[config.mk]
export PLATFORM = sky130hd
export DESIGN_NAME = lpi_queue
export DESIGN_NICKNAME = d
export VERILOG_FILES = /design/src/design/lpi_pkg.sv /design/src/design/lpi_queue.sv
export SDC_FILE = /design/constraint.sdc
export NUM_CORES = 1
export LEC_CHECK = 0
export BUFFER_PORTS_ARGS = -buffer_cell sky130_fd_sc_hd__buf_2
export CORE_UTILIZATION = 40
export DETAILED_ROUTE_END_ITERATION = 10
export SYNTH_ARGS = -nofsm -noshare
export SYNTH_HDL_FRONTEND = slang
export SYNTH_SLANG_ARGS = --single-unit
[constraint.sdc]
create_clock -name clk -period 5.65 [get_ports clk]
set_input_delay 0.8475 -clock clk [delete_from_list [all_inputs] [get_ports clk]]
set_output_delay 0.8475 -clock clk [all_outputs]
set_load 0.005 [all_outputs]
[src/design/lpi_pkg.sv]
`default_nettype none

package lpi_pkg;

  // point and coefficient formats
  localparam int PW   = 16;       // point coordinate, Q8.8
  localparam int CW   = 32;       // matrix coefficient, Q16.16
  localparam int PRW  = PW + CW;  // coefficient times coordinate, Q.24
  localparam int SW   = PRW + 1;  // row sum, Q.24
  localparam int MW   = SW;       // magnitude of a row sum
  localparam int FRAC = 8;        // pixel fraction bits
  localparam int NW   = MW + FRAC;  // numerator magnitude after scaling
  localparam int QW   = 24;       // pixel width, one divider step per bit
  localparam int TW   = MW + QW;  // trial subtract width

  // configuration port
  localparam int NREGS  = 6;
  localparam int CFG_IW = 3;
  localparam int CFG_DW = 2 * CW;

  localparam logic [CFG_IW-1:0] REG_R0_C01 = 3'd0;
  localparam logic [CFG_IW-1:0] REG_R0_C23 = 3'd1;
  localparam logic [CFG_IW-1:0] REG_R1_C01 = 3'd2;
  localparam logic [CFG_IW-1:0] REG_R1_C23 = 3'd3;
  localparam logic [CFG_IW-1:0] REG_R2_C01 = 3'd4;
  localparam logic [CFG_IW-1:0] REG_R2_C23 = 3'd5;

  // saturation bounds
  localparam logic [QW-1:0] PIX_MAX = {1'b0, {(QW-1){1'b1}}};
  localparam logic [QW-1:0] PIX_MIN = {1'b1, {(QW-1){1'b0}}};

  typedef struct packed {
    logic              we;
    logic [CFG_IW-1:0] idx;
    logic [CFG_DW-1:0] data;
  } cfg_wr_t;

  // one classified point, as queued between front and back
  typedef struct packed {
    logic [MW-1:0] mag_a;
    logic [MW-1:0] mag_b;
    logic [MW-1:0] mag_c;
    logic          neg_u;
    logic          neg_v;
    logic          zero;
    logic          last;
  } proj_ent_t;

  // per-point information carried along the divider stages
  typedef struct packed {
    logic [MW-1:0] den;
    logic          neg_u;
    logic          neg_v;
    logic          zero;
    logic          last;
  } div_side_t;

  // partial remainder and quotient of one divider lane
  typedef struct packed {
    logic [NW-1:0] rem;
    logic [QW-1:0] quo;
  } div_lane_t;

  // one restoring step: test den << sh against the remainder
  function automatic div_lane_t div_step(div_lane_t cur, logic [MW-1:0] den,
                                         int unsigned sh);
    logic [TW-1:0] num_ext;
    logic [TW-1:0] den_sh;
    logic [TW-1:0] diff;
    logic          ge;
    div_lane_t     nxt;
    num_ext = TW'(cur.rem);
    den_sh  = TW'(den) << sh;
    diff    = num_ext - den_sh;
    ge      = (num_ext >= den_sh);
    nxt.rem = ge ? diff[NW-1:0] : cur.rem;
    nxt.quo = {cur.quo[QW-2:0], ge};
    return nxt;
  endfunction

  // magnitude of a signed row sum
  function automatic logic [MW-1:0] abs_sum(logic signed [SW-1:0] s);
    return s[SW-1] ? MW'(-s) : MW'(s);
  endfunction

endpackage

`default_nettype wire

[src/design/lpi_queue.sv]
`default_nettype none

module lpi_queue #(
  parameter int DEPTH = 4
) (
  input  wire logic                clk,
  input  wire logic                rst_n,
  input  wire logic                push_valid,
  output logic                     push_ready,
  input  wire lpi_pkg::proj_ent_t  push_ent,
  output logic                     pop_valid,
  input  wire logic                pop_ready,
  output lpi_pkg::proj_ent_t       pop_ent
);
  import lpi_pkg::*;

  localparam int PTRW = (DEPTH > 1) ? $clog2(DEPTH) : 1;
  localparam int CNTW = $clog2(DEPTH + 1);

  proj_ent_t       mem_r [DEPTH];
  logic [PTRW-1:0] wr_ptr_r;
  logic [PTRW-1:0] rd_ptr_r;
  logic [CNTW-1:0] cnt_r;
  logic [PTRW-1:0] wr_ptr_nxt;
  logic [PTRW-1:0] rd_ptr_nxt;
  logic [CNTW-1:0] cnt_nxt;
  logic            do_push;
  logic            do_pop;

  assign push_ready = (cnt_r != CNTW'(DEPTH));
  assign pop_valid  = (cnt_r != '0);
  assign do_push    = push_valid && push_ready;
  assign do_pop     = pop_valid && pop_ready;
  assign pop_ent    = mem_r[rd_ptr_r];

  // pointer and fill count updates
  always_comb begin
    wr_ptr_nxt = wr_ptr_r;
    rd_ptr_nxt = rd_ptr_r;
    cnt_nxt    = cnt_r;
    if (do_push) begin
      wr_ptr_nxt = (wr_ptr_r == PTRW'(DEPTH - 1)) ? '0 : wr_ptr_r + 1'b1;
    end
    if (do_pop) begin
      rd_ptr_nxt = (rd_ptr_r == PTRW'(DEPTH - 1)) ? '0 : rd_ptr_r + 1'b1;
    end
    if (do_push && !do_pop) begin
      cnt_nxt = cnt_r + 1'b1;
    end else if (do_pop && !do_push) begin
      cnt_nxt = cnt_r - 1'b1;
    end
  end

  always_ff @(posedge clk) begin
    if (!rst_n) begin
      wr_ptr_r <= '0;
      rd_ptr_r <= '0;
      cnt_r    <= '0;
    end else begin
      wr_ptr_r <= wr_ptr_nxt;
      rd_ptr_r <= rd_ptr_nxt;
      cnt_r    <= cnt_nxt;
    end
  end

  always_ff @(posedge clk) begin
    if (do_push) begin
      mem_r[wr_ptr_r] <= push_ent;
    end
  end

endmodule

`default_nettype wire

## After elaboration in Yosys (flattened, before gate mapping)

Memory sizes are Yosys's and may differ from the RTL's. A register that Yosys moved wholly into a read port is not among the register bits.
Index checks and enable logic that the tools add are counted.

- Add/sub/neg operators: 4
- Equal/unequal tests: 3
- Multiplexer cells: 8
- Reductions and logical operators: 8

Operator list:

| operator | count |
|---|---|
| two-way mux 2 bit | 4 |
| two-way mux 3 bit | 2 |
| adder 2 x 1 -> 2 bit, second input constant | 2 |
| equality test 2 bit, second input constant | 2 |
| logical AND 1 bit | 4 |
| adder 3 x 1 -> 3 bit, second input constant | 1 |
| inequality test 3 bit, second input constant | 1 |
| nonzero test 3 bit | 1 |
| subtractor 3 x 1 -> 3 bit, second input constant | 1 |
| logical NOT 1 bit | 2 |
| two-way mux 1 bit | 2 |
| nonzero test 2 bit | 1 |

- Bits in registers: 7
- Memory bits (writable): 604
- Input port bits: 155
- Output and inout port bits: 153
- Word-level logic and storage cells: 27
- Memories: 1

Memory list:

| memory | depth | bits a word | rd ports | clocked after memory_dff | wr ports | line | text |
|---|---|---|---|---|---|---|---|
| mem_r | 4 | 151 | 1 | 1 | 1 | lpi_queue.sv:20 | `proj_ent_t mem_r [DEPTH];` |

## Longest topological paths before layout

- Word-level depth: 6
- Mapped depth: 9
- Depth with buffers taken out: 8

## Least setup slack after synthesis

Ideal clock, no wire load.

- Path type: input to register
- Start: in push_valid
- End: mem mem_r[0][0] in the netlist's numbering (enable)
- Setup time: 0.530 ns
- Arrival: 4.345 ns
- Required time: 5.120 ns
- Path slack: 0.775 ns
- Cell stages on the path: 1
- Buffers on the path: 0
- Cell sequence: and3_1

- Word-level cells in the longest chain between the ends: 3

RTL lines:

| item | line | text |
|---|---|---|
| start: declaration | lpi_queue.sv:8 | `input wire logic push_valid,` |
| logical AND 1 bit | lpi_queue.sv:32 | `assign do_push = push_valid && push_ready;` |
| two-way mux 1 bit | lpi_queue.sv:67 | `if (do_push) begin` |
| two-way mux 1 bit (implied by the code) | lpi_queue.sv:68 | `mem_r[wr_ptr_r] <= push_ent;` |
| end: declaration | lpi_queue.sv:20 |  |

Every way passes these cells.

==> flow_summary_export.csv <==
group,metric,value,unit
yosys,yosysSeqAreaShare,0.8233,
min_path,hp-class,"in -> reg",
floorplanning,ios,308,
cts,cts_sinks,613,
setup_path,required,4.80,ns
yosys,yosys.area.top_type,"edfxtp_1",
place,port_buffers,307,
floorplanning,die_h,237.9,um
layout,fill_cells,4481,
timing,skew,0.01093,ns
floorplanning,die-width,237.9,um
grt,grt-ovfl-total,0,
yosys,netlist_area,0.02225,sq mm
setup_path,path_cells,"buf_12 > mux4_2 > buf_2",
yosys,yosysMostFrequentCell,"edfxtp_1",
yosys,synth_nets,1002,
layout,stdcell_area,0.02677,sq mm
power,p_sw,2.903,mW
cts,cts_hold_buffers,0,
drt,dr.pass1.iters,6,
power,powerDensity,444.7,mW/mm^2
power,p_seq_frac,0.479,
layout,nets,1359,
power,leakage,8.859,nW
setup_path,crit_path_max_incr_delay,0.89,ns
floorplanning,core,0.05499,sq mm
drt,drtAntennaViolNets,0,
drt,drc_errors,0,
power,swShare,0.2438,
cts,htree_num_levels,3,
timing,finalMaxSlewViolations,0,
grt,antenna_found_initial,12,
power,comb_power_share,0.183,
cts,clockRootBuffer,"clkbuf_16",
timing,hold_viol,0,
yosys,synthCells,840,
place,placedCellCount,1877,
timing,fmax,0.2705,GHz
setup_path,rr_worst_depth,3,
setup_path,critical_path.max_fanout,59,
floorplanning,initial_utilization,0.4047,
timing,period_share,0.6543,
yosys,yosys_warnings,0,
timing,setup_tns,0,ns
yosys,ys_types,27,
place,place_congestion,0.6967,
setup_path,crit_path_end,"pop_ent[91]",
drt,drt_iter0_drc,503,
run_status,status,"complete, no violations",
power,vdd_drop_max,0.2742,mV
setup_path,critPathLaunchType,"flip-flop",
yosys,yosys_register_bits,613,
timing,worst_pin_slew,1.039,ns
setup_path,cp_data_arrival_time,2.85,ns
setup_path,r2r_start,"cnt_r[0]",
grt,grt_pass1_vias,10710,
timing,finalSetupViolations,0,
drt,wirelength,43.07,mm
cts,cts_buffer_depth,3,
cts,post-cts-setup-buffers,0,
timing,period_minus_slack,3.697,ns
drt,routed_via_density,4.996,
cts,clk_pin_slew,0.06,ns
job,maxCapViolations,0,
floorplanning,design.die.area,0.05657,sq mm
drt,via_count,9983,
drt,wl_per_cell,21.56,um
setup_path,cpMaxStageDelayCell,"dfxtp_4",
timing,slew_headroom,0.3071,
setup_path,rr_endpoint,"mem_r[2][128]",
cts,cts_tree,"done",
layout,final_util,0.4868,
grt,grt_start_max_net_pins,62,
layout,drive_gt1_frac,0.4559,
yosys,synth-async-reset-ratio,0,
layout,instances_no_fill,1998,
place,post-place-ws,2.465,ns
grt,grt_usage,0.1538,
timing,rsz0062_at_grt,"no",
cts,cts_buffers,66,
cts,cts-resized-gates,0,
cts,clkLatencyLatePin,0.58,ns
floorplanning,rows,86,
timing,layout_setup_ws,1.953,ns
power,clkPwrFrac,0.338,
setup_path,crit_path_end_kind,"output port",
yosys,synth_common_cells,"edfxtp_1 (604), mux4_2 (151), buf_2 (17), buf_6 (11), dfxtp_1 (9)",
yosys,yosys-top-cells-area,"edfxtp_1 (82%), mux4_2 (15%), dfxtp_1 (0.81%)",
yosys,synth_top_area_share,0.8152,
place,dpl-instance-area,0.02472,sq mm
layout,area_growth,20.31,%
power,p_int,9.002,mW
place,dp_hpwl,25.31,mm
yosys,synth_edf_count,604,
setup_path,path_class,"reg -> out",
yosys,synth_area_per_cell,26.49,sq um
yosys,synthFlopType,"edfxtp_1",
setup_path,r2r_slack,3.11,ns
grt,grt_pass1_wl,64.83,mm
## critical path, delay by kind of cell, from the launching register on
kind                   cells  cell delay (ns)
buffers and inverters      2             0.57
muxes                      1             0.60
DFF                        1             0.89
## stage by stage
step                      hold slack [ns]  total power [mW]
after global routing               0.4447             12.44
after CTS                          0.4275             12.12
after detailed placement           0.4966             8.059
final                              0.4812             11.90
after floorplan                    0.4677             7.145
after global placement             0.4877             8.033
## cells by family after synthesis
kind of cell,share of synthesized area
compound gates,0.001575
xor+xnor,0.0007874
fa+ha+maj,0.004274
buf+inv,0.01130
flops,0.8233
mux,0.1537
simple gates,0.005062
## power groups by stage
stage          logic [mW]  clock network [mW]  registers, mW
6_report             2.17                4.03           5.70
5_1_grt              2.37                4.32           5.76
4_1_cts              2.25                4.15           5.72
3_5_place_dp         2.24                   0           5.81
3_3_place_gp         2.24                   0           5.79
2_1_floorplan        1.41                   0           5.74
## how the worst min path moves through the flow
| stage | startpoint | end | slack (ns) | cells past startpoint |
|---|---|---|---|---|
| detailed placement | wr_ptr_r[1] | wr_ptr_r[1] | 0.50 | 2 |
| global route | push_ent[143] | mem_r[0][143] | 0.44 | 1 |
| finish | push_ent[143] | mem_r[1][143] | 0.48 | 1 |
| CTS | push_ent[97] | mem_r[3][97] | 0.43 | 1 |
| floorplan | wr_ptr_r[1] | wr_ptr_r[1] | 0.47 | 2 |
| global placement | wr_ptr_r[1] | wr_ptr_r[1] | 0.49 | 2 |
## flip-flops by register name, indices dropped and copies added, names as in the netlist, named ones only
| name | flops |
|---|---|
| mem_r | 604 |
| rd_ptr_r | 2 |
| wr_ptr_r | 2 |
| cnt_r | 3 |
## cell usage in the layout (no fill, tap or decap), drive strengths merged
cell type | synthesis | layout
nor2b | 1 | 1
clkbuf | 8 | 91
xor2 | 1 | 1
diode | 0 | 4
o21ai | 4 | 4
or3b | 1 | 1
o31ai | 1 | 1
or3 | 2 | 2
edfxtp | 604 | 604
nor2 | 2 | 2
bufinv | 0 | 1
and2 | 2 | 2
clkinv | 0 | 23
nand4 | 1 | 1
mux4 | 151 | 151
ha | 6 | 6
fa | 1 | 1
buf | 28 | 325
inv | 3 | 4
dfxtp | 9 | 9
nand2 | 5 | 5
and3 | 4 | 4
mux2i | 2 | 2
nand3 | 2 | 2
a21boi | 1 | 1
clkinvlp | 0 | 1
xnor2 | 1 | 1
## final cells by class
type                    instances  area, sq um  area share
diodes                          4        10.01   0.0003739
clock buffers                  91         1894     0.07076
clock inverters                26        147.6    0.005515
inverters                       3        11.26   0.0004207
multi-input cells             188         3699      0.1382
flip-flops and latches        613        18330      0.6846
well taps                     748        935.9     0.03496
repair buffers                325         1747     0.06525
## layer usage
| metal | wire (um) | share of wire | vias to the layer above | track usage |
|---|---|---|---|---|
| li1 | - | - | 4366 | - |
| met1 | 18270 | 0.42 | 5251 | 0.1980 |
| met2 | 20400 | 0.47 | 284 | 0.2402 |
| met3 | 3523 | 0.082 | 68 | 0.05854 |
| met4 | 775 | 0.018 | 14 | 0.05122 |
| met5 | 90 | 0.0021 | - | 0 |
Note: power is estimated with default switching activity, not from simulation.
